### config.mk
export PLATFORM = sky130hd
export DESIGN_NAME = bit_file_header_stripper_unit
export DESIGN_NICKNAME = d
export VERILOG_FILES = /design/src/rtl/bfhs_pkg.sv /design/src/rtl/bfhs_parser.sv /design/src/rtl/bit_file_header_stripper_unit.sv
export SDC_FILE = /design/constraint.sdc
export NUM_CORES = 1
export LEC_CHECK = 0
export BUFFER_PORTS_ARGS = -buffer_cell sky130_fd_sc_hd__buf_2
export CAP_MARGIN = 25
export CELL_PAD_IN_SITES_DETAIL_PLACEMENT = 0
export CELL_PAD_IN_SITES_GLOBAL_PLACEMENT = 1
export CORE_MARGIN = 2
export CORE_UTILIZATION = 52
export DETAILED_ROUTE_END_ITERATION = 8
export PLACE_DENSITY = 0.91
export SYNTH_ARGS = -nofsm -noshare
export SYNTH_HDL_FRONTEND = slang
export SYNTH_SLANG_ARGS = --single-unit
export TNS_END_PERCENT = 50
### constraint.sdc
create_clock -name clk_i -period 7.5 [get_ports clk_i]
set_input_delay 1.125 -clock clk_i [delete_from_list [all_inputs] [get_ports clk_i]]
set_output_delay 1.125 -clock clk_i [all_outputs]
set_load 0.1 [all_outputs]
### src/rtl/bfhs_pkg.sv
// Shared types and constants for the bitstream file header stripper.
// Holds the channel payload structs, parse phase encoding and error codes.
// No dependencies.
package bfhs_pkg;

  typedef struct packed {
    logic [7:0] file_byte;
    logic       end_marker;
  } in_t;

  typedef struct packed {
    logic        kind;
    logic [7:0]  payload_byte;
    logic        last_payload;
    logic [2:0]  error_code;
    logic [31:0] payload_length;
  } out_t;

  // Result kinds
  localparam logic KIND_PAYLOAD = 1'b0;
  localparam logic KIND_ERROR   = 1'b1;

  // Error codes
  localparam logic [2:0] ERR_BAD_LEN9   = 3'd0;
  localparam logic [2:0] ERR_BAD_ONE    = 3'd1;
  localparam logic [2:0] ERR_NOT_KEY_A  = 3'd2;
  localparam logic [2:0] ERR_TRUNCATED  = 3'd3;
  localparam logic [2:0] ERR_NO_PAYLOAD = 3'd4;

  // Header constants
  localparam logic [15:0] HDR_LEN9  = 16'd9;
  localparam logic [15:0] HDR_ONE   = 16'd1;
  localparam logic [15:0] SKIP9_LEN = 16'd9;
  localparam logic [7:0]  KEY_A     = 8'h61;
  localparam logic [7:0]  KEY_B     = 8'h62;
  localparam logic [7:0]  KEY_C     = 8'h63;
  localparam logic [7:0]  KEY_D     = 8'h64;
  localparam logic [7:0]  KEY_E     = 8'h65;

  typedef enum logic [10:0] {
    PH_LEN9    = 11'b000_0000_0001,
    PH_SKIP9   = 11'b000_0000_0010,
    PH_ONE     = 11'b000_0000_0100,
    PH_KEYA    = 11'b000_0000_1000,
    PH_ALEN    = 11'b000_0001_0000,
    PH_SKIP    = 11'b000_0010_0000,
    PH_KEY     = 11'b000_0100_0000,
    PH_FLEN    = 11'b000_1000_0000,
    PH_ELEN    = 11'b001_0000_0000,
    PH_PAYLOAD = 11'b010_0000_0000,
    PH_DONE    = 11'b100_0000_0000
  } phase_e;

  // Parser result toward the output register
  typedef struct packed {
    logic   valid;
    phase_e phase;
    out_t   item;
  } res_t;

endpackage

### src/rtl/bfhs_parser.sv
// Header parse state machine for the bitstream file header stripper.
// Holds all parse state and forms at most one result per accepted byte.
// Depends on bfhs_pkg.
module bfhs_parser #(
  parameter int LENGTH_BITS = 32
) (
  input  logic          clk_i,
  input  logic          rst_ni,
  input  logic          step_i,
  input  bfhs_pkg::in_t in_data_i,
  output bfhs_pkg::res_t res_o
);
  import bfhs_pkg::*;

  phase_e                 phase_q, phase_d;
  logic [1:0]             pos_q, pos_d;
  logic [23:0]            acc_q, acc_d;
  logic [15:0]            skip_q, skip_d;
  logic [LENGTH_BITS-1:0] rem_q, rem_d;
  logic [LENGTH_BITS-1:0] decl_q, decl_d;

  logic [7:0]             b;
  logic [15:0]            field16;
  logic [31:0]            field32;
  logic [LENGTH_BITS-1:0] len_v;

  assign b       = in_data_i.file_byte;
  assign field16 = {acc_q[7:0], b};
  assign field32 = {acc_q, b};

  // Saturate the declared length to the counter width
  always_comb begin
    if ((field32 >> LENGTH_BITS) != 32'd0) begin
      len_v = '1;
    end else begin
      len_v = field32[LENGTH_BITS-1:0];
    end
  end

  always_comb begin
    phase_d = phase_q;
    pos_d   = pos_q;
    acc_d   = acc_q;
    skip_d  = skip_q;
    rem_d   = rem_q;
    decl_d  = decl_q;

    res_o                     = '0;
    res_o.phase               = phase_q;
    res_o.item.payload_length = 32'(decl_q);

    if (step_i) begin
      if (in_data_i.end_marker) begin
        if (phase_q != PH_DONE) begin
          res_o.valid           = 1'b1;
          res_o.item.kind       = KIND_ERROR;
          res_o.item.error_code = (phase_q == PH_KEY) ? ERR_NO_PAYLOAD : ERR_TRUNCATED;
        end
        // Re-arm
        phase_d = PH_LEN9;
        pos_d   = '0;
        acc_d   = '0;
        skip_d  = '0;
        rem_d   = '0;
        decl_d  = '0;
      end else begin
        unique case (phase_q)
          PH_LEN9, PH_ONE, PH_ALEN, PH_FLEN: begin
            if (pos_q == 2'd0) begin
              acc_d = {16'd0, b};
              pos_d = 2'd1;
            end else begin
              acc_d = {acc_q[15:0], b};
              pos_d = 2'd0;
              if (phase_q == PH_LEN9) begin
                if (field16 != HDR_LEN9) begin
                  res_o.valid           = 1'b1;
                  res_o.item.kind       = KIND_ERROR;
                  res_o.item.error_code = ERR_BAD_LEN9;
                  phase_d               = PH_DONE;
                end else begin
                  skip_d  = SKIP9_LEN;
                  phase_d = PH_SKIP9;
                end
              end else if (phase_q == PH_ONE) begin
                if (field16 != HDR_ONE) begin
                  res_o.valid           = 1'b1;
                  res_o.item.kind       = KIND_ERROR;
                  res_o.item.error_code = ERR_BAD_ONE;
                  phase_d               = PH_DONE;
                end else begin
                  phase_d = PH_KEYA;
                end
              end else begin
                skip_d  = field16;
                phase_d = (field16 != 16'd0) ? PH_SKIP : PH_KEY;
              end
            end
          end
          PH_SKIP9, PH_SKIP: begin
            skip_d = skip_q - 16'd1;
            if (skip_q == 16'd1) begin
              phase_d = (phase_q == PH_SKIP9) ? PH_ONE : PH_KEY;
            end
          end
          PH_KEYA: begin
            if (b != KEY_A) begin
              res_o.valid           = 1'b1;
              res_o.item.kind       = KIND_ERROR;
              res_o.item.error_code = ERR_NOT_KEY_A;
              phase_d               = PH_DONE;
            end else begin
              phase_d = PH_ALEN;
            end
          end
          PH_KEY: begin
            // Other key bytes are ignored
            if (b == KEY_B || b == KEY_C || b == KEY_D) begin
              pos_d   = 2'd0;
              phase_d = PH_FLEN;
            end else if (b == KEY_E) begin
              pos_d   = 2'd0;
              phase_d = PH_ELEN;
            end
          end
          PH_ELEN: begin
            acc_d = {acc_q[15:0], b};
            if (pos_q == 2'd3) begin
              pos_d                     = 2'd0;
              decl_d                    = len_v;
              rem_d                     = len_v;
              res_o.item.payload_length = 32'(len_v);
              if (len_v == '0) begin
                res_o.valid           = 1'b1;
                res_o.item.kind       = KIND_ERROR;
                res_o.item.error_code = ERR_NO_PAYLOAD;
                phase_d               = PH_DONE;
              end else begin
                phase_d = PH_PAYLOAD;
              end
            end else begin
              pos_d = pos_q + 2'd1;
            end
          end
          PH_PAYLOAD: begin
            rem_d                   = rem_q - LENGTH_BITS'(1);
            res_o.valid             = 1'b1;
            res_o.item.kind         = KIND_PAYLOAD;
            res_o.item.payload_byte = b;
            res_o.item.last_payload = (rem_q == LENGTH_BITS'(1));
            if (rem_q == LENGTH_BITS'(1)) begin
              phase_d = PH_DONE;
            end
          end
          default: begin
            // Finished: drop bytes until end of file
          end
        endcase
      end
    end
  end

  always_ff @(posedge clk_i or negedge rst_ni) begin
    if (!rst_ni) begin
      phase_q <= PH_LEN9;
      pos_q   <= '0;
      acc_q   <= '0;
      skip_q  <= '0;
      rem_q   <= '0;
      decl_q  <= '0;
    end else begin
      phase_q <= phase_d;
      pos_q   <= pos_d;
      acc_q   <= acc_d;
      skip_q  <= skip_d;
      rem_q   <= rem_d;
      decl_q  <= decl_d;
    end
  end

endmodule

### src/rtl/bit_file_header_stripper_unit.sv
// Bitstream file header stripper: checks the file header, skips keyed fields
// and forwards the payload bytes that follow key 'e'.
//
// Input channel: one transfer per file byte (in_data_i.file_byte), or an
// end-of-file transfer (in_data_i.end_marker set) that re-arms the parser.
// Output channel: one transfer per payload byte (kind 0, last_payload on
// the final byte) or per error report (kind 1 with error_code); header and
// skipped bytes give no transfer.
// Latency: a result is presented the cycle after the input transfer that
// causes it, from the output register.
// Throughput: one byte per cycle. The parser updates its counters and
// compares combinationally, so the only limit is the one-entry output
// register, which frees whenever the receiver takes its content.
// Receiver stall: while the output register is full and out_ready_i is low,
// in_ready_o is low and the parser holds its state.
// Reset: the parser waits for the first header byte; the output register is
// empty. After a completed payload or an error, bytes are dropped until an
// end-of-file transfer arrives.
// Depends on bfhs_pkg and bfhs_parser.
module bit_file_header_stripper_unit #(
  parameter int LENGTH_BITS = 32
) (
  input  logic           clk_i,
  input  logic           rst_ni,
  input  logic           in_valid_i,
  output logic           in_ready_o,
  input  bfhs_pkg::in_t  in_data_i,
  output logic           out_valid_o,
  input  logic           out_ready_i,
  output bfhs_pkg::out_t out_data_o
);
  import bfhs_pkg::*;

  logic in_fire;
  res_t res;
  logic out_valid_q, out_valid_d;
  out_t out_data_q;

  assign in_ready_o = !out_valid_q || out_ready_i;
  assign in_fire    = in_valid_i && in_ready_o;

  bfhs_parser #(
    .LENGTH_BITS(LENGTH_BITS)
  ) u_parser (
    .clk_i     (clk_i),
    .rst_ni    (rst_ni),
    .step_i    (in_fire),
    .in_data_i (in_data_i),
    .res_o     (res)
  );

  always_comb begin
    out_valid_d = out_valid_q;
    if (out_valid_q && out_ready_i) begin
      out_valid_d = 1'b0;
    end
    if (in_fire) begin
      out_valid_d = res.valid;
    end
  end

  always_ff @(posedge clk_i or negedge rst_ni) begin
    if (!rst_ni) begin
      out_valid_q <= 1'b0;
    end else begin
      out_valid_q <= out_valid_d;
    end
  end

  // Load the result register on every input transfer that yields a result
  always_ff @(posedge clk_i) begin
    if (in_fire && res.valid) begin
      out_data_q <= res.item;
    end
  end

  assign out_valid_o = out_valid_q;
  assign out_data_o  = out_data_q;

`ifndef SYNTHESIS
  a_ready_when_empty : assert property (@(posedge clk_i) disable iff (!rst_ni)
    !out_valid_q |-> in_ready_o)
    else $error("input stalled while output register empty");

  a_eof_rearms : assert property (@(posedge clk_i) disable iff (!rst_ni)
    in_fire && in_data_i.end_marker |=> res.phase == PH_LEN9)
    else $error("end of file did not re-arm parser");

  a_error_clean : assert property (@(posedge clk_i) disable iff (!rst_ni)
    out_valid_o && out_data_o.kind == KIND_ERROR |->
      !out_data_o.last_payload && out_data_o.payload_byte == 8'd0)
    else $error("error report carries payload fields");

  a_payload_clean : assert property (@(posedge clk_i) disable iff (!rst_ni)
    out_valid_o && out_data_o.kind == KIND_PAYLOAD |->
      out_data_o.error_code == ERR_BAD_LEN9 && out_data_o.payload_length != 32'd0)
    else $error("payload transfer with error code or zero length");
`endif

endmodule

* Word level (Yosys, flattened, before mapping)
Cells that the tools add are included.
** Storage, ports and cells
- Output and inout port bits :: 47
- Memories kept :: 0
- Bits in writable memories :: 0
- Register bits :: 163
- Latch bits :: 0
- Memory bits (read-only) :: 0
- Logic and storage cells :: 138
- Input bits :: 13
** Operators by class
- Shifts and indexed selects :: 0
- Bitwise gates (word level) :: 2
- Multiplexer cells :: 66
- $add $sub $neg :: 3
- $lt $le $gt $ge :: 0
- $mul :: 0
- Div/mod/pow operators :: 0
- Eq/ne operators :: 28
- Reduce and logical (&&, ||, !) cells :: 27
** Operator list (count)
- 2-to-1 mux 32 bit :: 7
- 2-to-1 mux 11 bit :: 13
- 2-to-1 mux 16 bit :: 5
- one-hot mux 11 bit (6 select lines) :: 1
- one-hot mux 32 bit (2 select lines) :: 1
- 2-to-1 mux 24 bit :: 2
- one-hot mux 24 bit (2 select lines) :: 1
- 2-to-1 mux 35 bit :: 1
- equality test 32 x 1 -> 1 bit (second input constant) :: 1
- equality test 8 x 7 -> 1 bit (second input constant) :: 4
- zero test 32 bit :: 1
- one-hot mux 16 bit (2 select lines) :: 1
- subtractor 32 x 1 -> 32 bit (second input constant) :: 1
- 2-to-1 mux 3 bit :: 7
- equality test 16 x 1 -> 1 bit (second input constant) :: 1
- 2-to-1 mux 1 bit :: 16
- != test 16 x 1 -> 1 bit (second input constant) :: 1
- != test 16 x 4 -> 1 bit (second input constant) :: 1
- nonzero test 16 bit :: 1
- subtractor 16 x 1 -> 16 bit (second input constant) :: 1
- 2-to-1 mux 7 bit :: 2
- equality test 11 x 1 -> 1 bit (second input constant) :: 1
- equality test 11 x 10 -> 1 bit (second input constant) :: 1
- equality test 11 x 2 -> 1 bit (second input constant) :: 1
- 36 further kinds :: 54

* Logic depth before layout (Yosys ltp)
Gate-level depths: netlist of run 1.
- Depth after elaboration :: 9
- Depth in mapped cells :: 10
- Gate-level depth less buffers :: 7

* By module
From an unflattened synthesis of run 1, not the netlist that was laid out.
** Unflattened totals
- Cell total of the unflattened synthesis :: 954
- Area total of the unflattened synthesis :: 8612.0 sq um
** By module, submodules not included
- bfhs_parser :: cells each 903, sequential area each 2929.1 sq um, area each 7191.9 sq um, instances 1
- bit_file_header_stripper_unit :: cells each 51, sequential area each 1376.3 sq um, area each 1420.1 sq um, instances 1

* Worst setup path before layout of run 1
No wires, ideal clock.
- Path kind :: in2reg
- From :: input port out_ready_i
- To :: register out_data_q, in the netlist out_data_o[0] (enable)
- Data required time :: 7.038 ns
- Buffers on the path :: 1
- Library setup time :: 0.462 ns
- Setup slack :: 2.046 ns
- Cell stages on the path :: 5
- Arrival :: 4.991 ns
- Cells stage by stage :: nand2b_1 > and2_0 > clkbuf_1 > o21ai_0 > a21oi_1
** On the way
- Word-level cells in the longest chain between the ends :: 4
** Ends and longest elaborated chain
- from (decl) :: RTL line bit_file_header_stripper_unit.sv:29 : input logic out_ready_i,
- logical OR 1 bit (*) :: RTL line bit_file_header_stripper_unit.sv:39 : assign in_ready_o = !out_valid_q || out_ready_i;
- logical AND 1 bit (*) :: RTL line bit_file_header_stripper_unit.sv:40 : assign in_fire = in_valid_i && in_ready_o;
- 2-to-1 mux 1 bit :: RTL line bfhs_parser.sv:52 : if (step_i) begin
- logical AND 1 bit (*) :: RTL line bit_file_header_stripper_unit.sv:72 : if (in_fire && res.valid) begin
- to (signal assigned) :: RTL line bit_file_header_stripper_unit.sv:73 : out_data_q <= res.item;
- to (decl) :: RTL line bit_file_header_stripper_unit.sv:37 : out_t out_data_q;
Every way passes the cells marked *; elsewhere a longest branch is shown, timed or not.
A chain may end at the register's enable or synchronous reset.

* Final worst setup path of run 1
- From :: input port in_data_i[0] in the netlist's numbering
- To :: register u_parser.decl_q[2]
** On the way
- Word-level cells in the longest chain between the ends :: 2
- Elaborated cells on any way between the ends :: 4
- Those cells by class :: mux (1); reduce/logical (3)
** Ends and longest elaborated chain
- from (decl) :: RTL line bit_file_header_stripper_unit.sv:27 : input bfhs_pkg::in_t in_data_i,
- nonzero test 2 bit (no source line)
- AND reduction 3 bit (no source line)
- to (signal assigned) :: RTL line bfhs_parser.sv:177 : decl_q <= decl_d;
- to (decl) :: RTL line bfhs_parser.sv:20 : logic [LENGTH_BITS-1:0] decl_q, decl_d;
Parallel ways exist; a longest one is shown, timed or not.

==> impl_metrics.yaml, run 1 <==
run_status:
  status: "complete, no violations"
min_path:
  min_to: "u_parser.decl_q[20]"
  hold_class: "flop to flop"
  hold_start: "u_parser.decl_q[20]"
  whs_path_depth: 1
synth:
  async_flop_share: 0.724
  ys_warn_count: 0
  synth_area_leaders: "dfrtp_1 35%, edfxtp_1 16%, mux2_2 6.2%"
  yosysUniqueCellTypes: 67
  postSynthCellCount: 831
  synth_area_leader_cell: "dfrtp_1"
  yosysTopAreaCellShare: 0.349
  synth.yosys.seq_area_share: 0.513
  synth_edf_count: 45
  syn_area_per_cell_sq_um: 10.1
  synth_nets: 850
  synth_area_sq_mm: 0.00839
  synthFlopType: "dfrtp_1"
  ys_seq_elements: 163
clocking:
  cts_tree: "done"
  numCtsBuffers: 17
  root_buffer: "clkbuf_16"
  clock-sinks: 163
  cts_hold_buf: 0
  cts_resized: 0
  cts_setup_buffers: 0
  clockBufferDepth: 2
  h-tree-depth: 4
  clock_latency_ns: 0.44
  cts.clk_slew.worst_paths_ns: 0.07
timing:
  rsz0062_at_grt: "false"
  slew_headroom: 0.358
  tightest_slew_ns: 0.955
  timing.fmax_ghz: 0.270
  clock_skew_ns: 0.0186
  period_share: 0.495
  fin_setup_tns_ns: 0
  hold_viol: 0
  maxSlewViolCount: 0
  min_period_ns: 3.71
  setup_viol: 0
place:
  io_buffers: 59
  gp_congestion: 0.919
  dp_hpwl_mm: 15.1
setup_path:
  r2r_start: "u_parser.phase_q[1]"
  crit_top_cell: "nand2_1"
  criticalPathCategory: "input pin to flop"
  r2r_end: "u_parser.rem_q[27]"
  ff2ff_path_depth: 6
  slowest_delay_ns: 0.76
  worstSetupStartpointType: "input pin"
  endpoint_kind: "flop"
  critical_path.cell_chain: "buf_2, buf_4, inv_1, nand2_1, nand2_1, buf_8, a22o_1"
  path_max_fanout: 41
  cp_slowest_cell: "nand2_1"
  worstPathArrival_ns: 4.03
  rrSetupSlack_ns: 3.85
  cp.required_ns: 7.82
finish:
  layout.nets: 884
  diodes: 0
  area_growth_pct: 12.5
  drive_gt1_frac: 0.186
detailed_routing:
  drt_iter0_markers: 867
  ant_nets: 0
  post_drt_wl_per_cell_um: 20.8
  dr_total_vias: 7040
  drc: 0
  via_per_inst: 6.44
  first_pass_iters: 5
  wirelength_mm: 22.7
floorplan:
  die_h_um: 131
  die_area_sq_mm: 0.0172
  rows: 46
  fp.coreArea_sq_mm: 0.0158
  fp.dieW_um: 131
  ios: 60
  start_util: 0.530
global_routing:
  antenna_found_initial: 0
  grt_pass1_wl_mm: 36.2
  grt_pass1_vias: 6570
  grt_usage: 0.277
  grt_overflow: 0
  grt_max_degree: 72
pwr:
  power_density_mw_per_mm2: 325
  total_power_mw: 3.07
  vdd_ir_drop_max_mv: 0.175
  p_leak_nw: 4.00
run:
  drv_cap: 0
==> state kept, by name (all words and copies together), names as in the netlist <==
| register | cells |
|---|---|
| out_data_o | 45 |
| out_valid_o | 1 |
| u_parser.acc_q | 24 |
| u_parser.decl_q | 32 |
| u_parser.phase_q | 11 |
| u_parser.pos_q | 2 |
| u_parser.rem_q | 32 |
| u_parser.skip_q | 16 |
==> area by class of cell <==
class	instances	area, sq um
Multi-Input combinational cell	596	3800
Tap cell	216	270
Clock inverter	15	184
Clock buffer	17	425
Sequential cell	163	4310
Inverter	18	67.6
Fill cell	1301	6390
Timing Repair Buffer	69	380
==> worst max-delay path: cells and delay by family <==
family                 cells  cell delay (ns)
AO/OA/AOI/OAI              1             0.19
buffers and inverters      4             1.28
AND/OR/NAND/NOR            2             1.41
==> kinds of logic after synthesis <==
family          after synthesis  share of synthesized area
buf+inv                      72                     0.0365
mux                          51                     0.0679
fa+ha+maj                     6                    0.00895
flops                       163                      0.513
compound gates              243                      0.185
xor+xnor                      5                    0.00522
simple gates                291                      0.183
==> per-stage QoR <==
| stage | instances | utilization | setup WS, ns | hold slack [ns] | cell area [sq um] |
|---|---|---|---|---|---|
| final | 1094 | 0.596 | 3.79 | 0.498 | 9440 |
| after floorplan | 831 | - | 2.05 | 0.451 | 8390 |
| after global placement | 1061 | 0.557 | 3.18 | 0.469 | 8810 |
| after global routing | 1094 | 0.596 | 3.57 | 0.515 | 9440 |
| after detailed placement | 1062 | 0.558 | 3.39 | 0.479 | 8830 |
| after CTS | 1094 | 0.596 | 3.85 | 0.502 | 9440 |
==> synthesized netlist by cell type, types with 4 or more instances <==
library cell    n
nand2_1        83
clkbuf_1       40
nor3b_1         6
nor2b_1         4
nor4b_1         5
inv_1          18
and3_1         19
o31a_1          5
or4_1           9
and2_1          4
mux2i_1         4
edfxtp_1       45
buf_2           8
buf_4           5
o31ai_1         7
ha_1            6
nand3_1        13
a21oi_1        53
o2bb2ai_1       8
nor3_1         35
nor4_1         28
o21ai_0        87
nand4_1        16
dfrtp_1       117
mux2_2         46
o211ai_1        6
nor2_1         41
a22o_1         36
or3_1          11
a31oi_1        10
==> metal layers <==
metal	track usage	vias to the layer above	wire length, um
met3	0.0371	28	1620
met1	0.407	3469	10200
met2	0.420	334	10500
met5	0	-	0
met4	0.104	0	419
li1	-	3209	-
==> worst max path at each step <==
stage	end	start	cells after the start
detailed placement	u_parser.decl_q[14]	in_data_i[0]	8
CTS	u_parser.decl_q[13]	in_data_i[0]	8
floorplan	out_data_o[0]	out_ready_i	5
finish	u_parser.decl_q[2]	in_data_i[0]	7
global route	u_parser.decl_q[2]	in_data_i[0]	8
global placement	u_parser.rem_q[27]	in_data_i[0]	8
==> cell usage in the layout (no fill, tap or decap), types with 8 or more instances in the layout <==
| cell type | instances |
|---|---|
| nor2_1 | 41 |
| and3_1 | 19 |
| mux2_2 | 46 |
| inv_1 | 18 |
| a22o_1 | 36 |
| or4_1 | 9 |
| nor4_1 | 28 |
| a21oi_1 | 52 |
| o21ai_0 | 87 |
| dfrtp_1 | 117 |
| buf_2 | 58 |
| or3_1 | 11 |
| nand2_1 | 83 |
| a31oi_1 | 10 |
| nand4_1 | 16 |
| clkbuf_16 | 17 |
| nor3_1 | 35 |
| edfxtp_1 | 45 |
| nand3_1 | 13 |
| buf_4 | 10 |
| o2bb2ai_1 | 8 |
==> power breakdown <==
part	switching (mW)	internal, mW	total (mW)	leakage (nW)
Combinational	0.710	0.296	1.01	1.65
Sequential	0.149	1.02	1.17	2.05
Clock	0.411	0.480	0.890	0.300
No activity file was read; power rests on OpenSTA's default activity.
==> run 2: changes to the inputs <==
- ABC_AREA: unset -> 1
- CORE_UTILIZATION: 52 -> 46
- PLACE_DENSITY: 0.91 -> 0.86
- clock period: 7.5 -> 3.5 ns (I/O delays scaled with it)
==> run 2 against run 1 <==
  * Hold slack worse by 0.33 ns
  * Non-clock buffer count is 1 higher
  * Sequential share of layout area is 2.2 points lower
  * First-iteration DRC count is 6.9% lower
  * Register-to-register slack worse by 3.0 ns
  * Critical path type is now flop to flop
==> impl_metrics.yaml, run 2 <==
detailed_routing:
  wirelength_mm: 23.4
  drt_iter0_markers: 807
  drc: 0
  dr_total_vias: 7630
  first_pass_iters: 5
  via_per_inst: 5.37
  post_drt_wl_per_cell_um: 16.5
  ant_nets: 0
synth:
  synth_area_leader_cell: "dfrtp_1"
  postSynthCellCount: 1120
  synthFlopType: "dfrtp_1"
  yosysTopAreaCellShare: 0.331
  synth_edf_count: 45
  synth_area_sq_mm: 0.00884
  synth.yosys.seq_area_share: 0.487
  synth_nets: 1139
  syn_area_per_cell_sq_um: 7.89
  ys_seq_elements: 163
  yosysUniqueCellTypes: 42
  synth_area_leaders: "dfrtp_1 33%, edfxtp_1 15%, nand2_1 10%"
  async_flop_share: 0.724
  synth_common_cells: "240 x nand2_1, 138 x inv_1, 136 x o21ai_0, 131 x nor2_1, 117 x dfrtp_1"
  post-synth-top-count-cell: "nand2_1"
  ys_warn_count: 0
setup_path:
  worstPathArrival_ns: 2.74
  crit_top_cell: "nor2_1"
  endpoint_kind: "flop"
  cp.required_ns: 3.63
  critical_path.cell_chain: "inv_1, nand4_1, nor2_1, nand3_1, nor2_1, a21boi_0, nand3b_1, nand2_1, clkinvlp_4, buf_12"
  rrSetupSlack_ns: 0.89
  slowest_delay_ns: 0.45
  cp_slowest_cell: "dfrtp_1"
  worstSetupStartpointType: "flop"
  path_max_fanout: 30
  criticalPathCategory: "flop to flop"
floorplan:
  die_area_sq_mm: 0.0203
  die_h_um: 143
  fp.dieW_um: 143
  rows: 50
  ios: 60
  start_util: 0.471
  fp.coreArea_sq_mm: 0.0188
finish:
  largest_reg_flops: 45
  final_util: 0.529
  finalNonFillerCells: 1421
  layout.nets: 1193
  area_growth_pct: 12.3
  finalInstanceArea_sq_mm: 0.00992
  layout.cells.most_common: "nand2_1"
  drive_gt1_frac: 0.128
  layout_common_cells: "239 x nand2_1, 137 x inv_1, 136 x o21ai_0, 131 x nor2_1, 117 x dfrtp_1"
  diodes: 0
global_routing:
  grt_max_degree: 65
  grt_overflow: 0
  grt_pass1_wl_mm: 37.8
  grt_pass1_vias: 6978
  antenna_found_initial: 0
  grt_usage: 0.241
place:
  dp.cells: 1389
  io_buffers: 59
  gp_congestion: 0.934
  dp_hpwl_mm: 16.8
  postPlaceCellArea_sq_mm: 0.00932
clocking:
  cts_tree: "done"
  h-tree-depth: 4
  cts_hold_buf: 0
  clockBufferDepth: 2
  clock-sinks: 163
  numCtsBuffers: 17
  cts_setup_buffers: 0
  cts_resized: 0
  clock_latency_ns: 0.44
  root_buffer: "clkbuf_16"
  cts.clk_slew.worst_paths_ns: 0.08
timing:
  clock_skew_ns: 0.0112
  slew_headroom: 0.458
  maxSlewViolCount: 0
  min_period_ns: 2.61
  fin_setup_tns_ns: 0
  period_share: 0.746
  tightest_slew_ns: 0.813
  rsz0062_at_grt: "false"
  timing.fmax_ghz: 0.383
  setup_viol: 0
  hold_viol: 0
pwr:
  power_switching_mw: 3.09
  vdd_ir_drop_max_mv: 0.309
  pwr-share-clk: 0.269
  switching_share: 0.441
  power_density_mw_per_mm2: 707
  p_comb_frac: 0.371
  p_leak_nw: 4.48
  seq_power_share: 0.360
  intPower_mw: 3.92
run_status:
  status: "complete, no violations"
run:
  drv_cap: 0
min_path:
  hold_class: "input pin to asynchronous set/reset pin"
run 2: changes by cell type in the layout (fill, tap and decap cells not counted), sizes merged, moves of 36 or more:
cell,previous run,this run
mux2,47,0
nand3,14,90
nor2,41,146
o21ai,90,163
inv,26,152
nand2,83,254
a22o,36,0
run 2: kinds of logic after synthesis:
family,Yosys count,share of synthesized area
DFF,163,0.487
buffers and inverters,182,0.0871
and+or+nand+nor,539,0.273
adders and majority gates,6,0.00850
xor gates and xnor gates,6,0.00595
AOI/OAI and AO/OA,224,0.138
run 2: through the flow:
stage               total power [mW]  setup WS (ns)  hold slack, ns
finish                          7.01          0.888           0.164
global placement                5.11          0.702           0.475
global route                    7.47          0.723           0.223
floorplan                       4.52          0.191           0.229
CTS                             7.03          0.923           0.205
detailed placement              5.13          0.648           0.483
run 2: cell type report:
type	count	area [sq um]
fillers	1796	8850
flip-flops and latches	163	4310
multi-input cells	775	3760
inverters	147	561
clock buffers	17	425
repair buffers	70	393
well taps	234	293
clock inverters	15	180
run 2: routing by layer:
| metal | global-route usage | wire [um] | vias to the layer above |
|---|---|---|---|
| met5 | 0 | 0 | - |
| met4 | 0.0719 | 381 | 0 |
| met3 | 0.0357 | 1330 | 31 |
| met2 | 0.353 | 10100 | 256 |
| met1 | 0.367 | 11600 | 3538 |
| li1 | - | - | 3805 |
run 2: final timing paths:
check / startpoint / end / cells after the start
max: u_parser.acc_q[0] / out_data_o[17] / 10
min: rst_ni / u_parser.rem_q[26] / 1
max reg2reg: u_parser.acc_q[0] / out_data_o[17] / 10
min reg2reg: u_parser.phase_q[0] / u_parser.phase_q[0] / 2
max in group asynchronous: rst_ni / u_parser.phase_q[0] / 2
min in group clk_i: out_ready_i / out_valid_o / 4
run 2: worst max-delay path, delay by kind of cell (launching register included):
family,cells,cell delay (ns)
buffers and inverters,3,0.73
AO/OA/AOI/OAI,1,0.16
AND/OR/NAND/NOR,6,0.95
flip-flops,1,0.45
run 2: power groups by stage:
stage / Clock [mW] / Sequential, mW / Combinational (mW)
finish: 1.88 / 2.52 / 2.60
global route: 1.99 / 2.57 / 2.91
CTS: 1.92 / 2.52 / 2.59
detailed placement: 0 / 2.55 / 2.58
global placement: 0 / 2.55 / 2.56
floorplan: 0 / 2.76 / 1.76
==> run 3: changes to the inputs <==
- ABC_AREA: 1 -> 0
- CORE_UTILIZATION: 46 -> 48
- PLACE_DENSITY: 0.86 -> 0.85
- clock period: 3.5 -> 2.5 ns (I/O delays scaled with it)
==> run 3 against run 2 <==
  * The run now ends with negative setup slack left
  * Sequential power up 32%
  * Fmax down 4.6%
  * Register-to-register slack worse by 1.1 ns
  * Flip-flop and latch count unchanged
  * Critical path depth down 3
  * Die area down 8.8%
  * Sequential share of layout area down 5.6 points
  * First-iteration DRC count up 19%
  * Wire length up 20%
  * Global-route usage up 5.9 points
  * Largest cell class unchanged
  * Highest routed layer unchanged
==> impl_metrics.yaml, run 3 (synthesized netlist as in run 1, its figures left out) <==
global_routing:
  grt_usage: 0.299
  grt_pass1_wl_mm: 42.4
  antenna_found_initial: 0
  grt_overflow: 0
  grt_max_degree: 47
  grt_pass1_vias: 7787
setup_path:
  endpoint: "out_data_o[17]"
  path_max_fanout: 12
  worstSetupStartpointType: "flop"
  r2r_end: "out_data_o[17]"
  cp.required_ns: 2.64
  r2r_start: "u_parser.phase_q[1]"
  endpoint_kind: "flop"
  critPathLaunch: "u_parser.phase_q[1]"
  worstPathArrival_ns: 2.88
  ff2ff_path_depth: 7
  criticalPathCategory: "flop to flop"
  rrSetupSlack_ns: -0.24
detailed_routing:
  ant_nets: 0
  post_drt_wl_per_cell_um: 22.1
  wirelength_mm: 28.1
  first_pass_iters: 9
  drt_iter0_markers: 959
  dr_total_vias: 8027
  drc: 0
  via_per_inst: 6.31
pwr:
  seq_power_share: 0.313
  vdd_ir_drop_max_mv: 0.583
  p_leak_nw: 5.03
  switching_share: 0.396
  power_density_mw_per_mm2: 932
  power_switching_mw: 4.20
  intPower_mw: 6.40
  p_comb_frac: 0.418
  pwr-share-clk: 0.269
  total_power_mw: 10.6
clocking:
  clockBufferDepth: 2
  root_buffer: "clkbuf_16"
  clock-sinks: 163
  numCtsBuffers: 17
  cts_tree: "done"
  clock_latency_ns: 0.44
  cts.clk_slew.worst_paths_ns: 0.07
  h-tree-depth: 4
floorplan:
  fp.dieW_um: 136
  rows: 48
  die_h_um: 136
  die_area_sq_mm: 0.0186
  start_util: 0.488
  ios: 60
  fp.coreArea_sq_mm: 0.0172
finish:
  layout.nets: 1054
  final_util: 0.663
  diodes: 0
  largest_reg_flops: 45
  layout_common_cells: "146 x buf_4, 116 x dfrtp_1, 80 x nand2_1, 72 x o21ai_0, 58 x buf_2"
  drive_gt1_frac: 0.350
  area_growth_pct: 35.7
  layout.cells.most_common: "buf_4"
  fillCellCount: 1255
run:
  drv_cap: 0
timing:
  hold_viol: 0
  rsz0062_at_grt: "true"
  slew_headroom: 0.573
  fin_setup_tns_ns: -13.63
  fin_ws_ns: -0.239
  min_period_ns: 2.74
  timing.fmax_ghz: 0.365
  clock_skew_ns: 0.0109
  holdWs_ns: 0.243
  tightest_slew_ns: 0.641
  setup_viol: 103
  maxSlewViolCount: 0
  period_share: 1.10
run_status:
  violations: "negative setup slack"
  status: "complete, but fails checks"
min_path:
  hold_class: "input pin to flop"
place:
  dp_hpwl_mm: 18.7
  io_buffers: 59
  gp_congestion: 0.871
==> run 3: metrics by stage <==
step	area, sq um	worst slack [ns]	std cells
final	11400	-0.239	1273
after global routing	11400	-0.270	1273
after CTS	11000	-0.192	1258
after detailed placement	10200	-0.347	1216
after global placement	10200	-0.302	1216
after floorplan	8570	-0.721	831
==> run 3: how the worst min path moves through the flow <==
stage	startpoint	end	slack, ns	cells past startpoint
2_1_floorplan	rst_ni	out_valid_o	0.08	0
3_3_place_gp	rst_ni	u_parser.rem_q[6]	0.43	1
3_5_place_dp	rst_ni	u_parser.rem_q[0]	0.44	1
4_1_cts	out_ready_i	out_valid_o	0.24	3
5_1_grt	out_ready_i	out_valid_o	0.25	3
6_report	out_ready_i	out_valid_o	0.24	3
==> run 3: power groups by stage <==
stage / logic [mW] / registers, mW / clock network [mW]
2_1_floorplan: 2.02 / 3.81 / 0
5_1_grt: 4.74 / 3.35 / 2.99
4_1_cts: 4.13 / 3.30 / 2.87
6_report: 4.44 / 3.32 / 2.85
3_3_place_gp: 3.95 / 3.32 / 0
3_5_place_dp: 4.03 / 3.35 / 0
==> run 3: final cells by class <==
| type | instances | area [sq um] | area share |
|---|---|---|---|
| Sequential cell | 163 | 4310 | 0.378 |
| Multi-Input combinational cell | 596 | 4170 | 0.366 |
| Timing Repair Buffer | 239 | 1930 | 0.169 |
| Clock buffer | 17 | 425 | 0.0374 |
| Tap cell | 225 | 282 | 0.0247 |
| Clock inverter | 15 | 208 | 0.0182 |
| Inverter | 18 | 67.6 | 0.00594 |
==> run 3: worst max-delay path, cell delays in order (launching register included) <==
cell and delay [ns]:
dfrtp_1 0.39, or4_4 0.56, or4b_4 0.51, a21o_4 0.24, o21a_1 0.22, a21oi_4 0.19
buf_6 0.17, buf_12 0.16
==> run 3: what timing repair did <==
action / in CTS / in global routing
gates cloned: 1 / 7
endpoints found under the hold margin: 43 / 0
pin swaps: 4 / 17
setup endpoints to repair: 153 / 156
resized for setup: 29 / 56
setup buffers: 8 / 9
hold buffers: 1 / 0
==> run 3: routing by layer <==
metal	vias up	routed length, um	share of wire	global-route usage
li1	3546	-	-	-
met1	4018	11600	0.41	0.400
met2	410	13900	0.49	0.497
met3	53	2090	0.074	0.0455
met4	0	618	0.022	0.106
met5	-	0	0	0
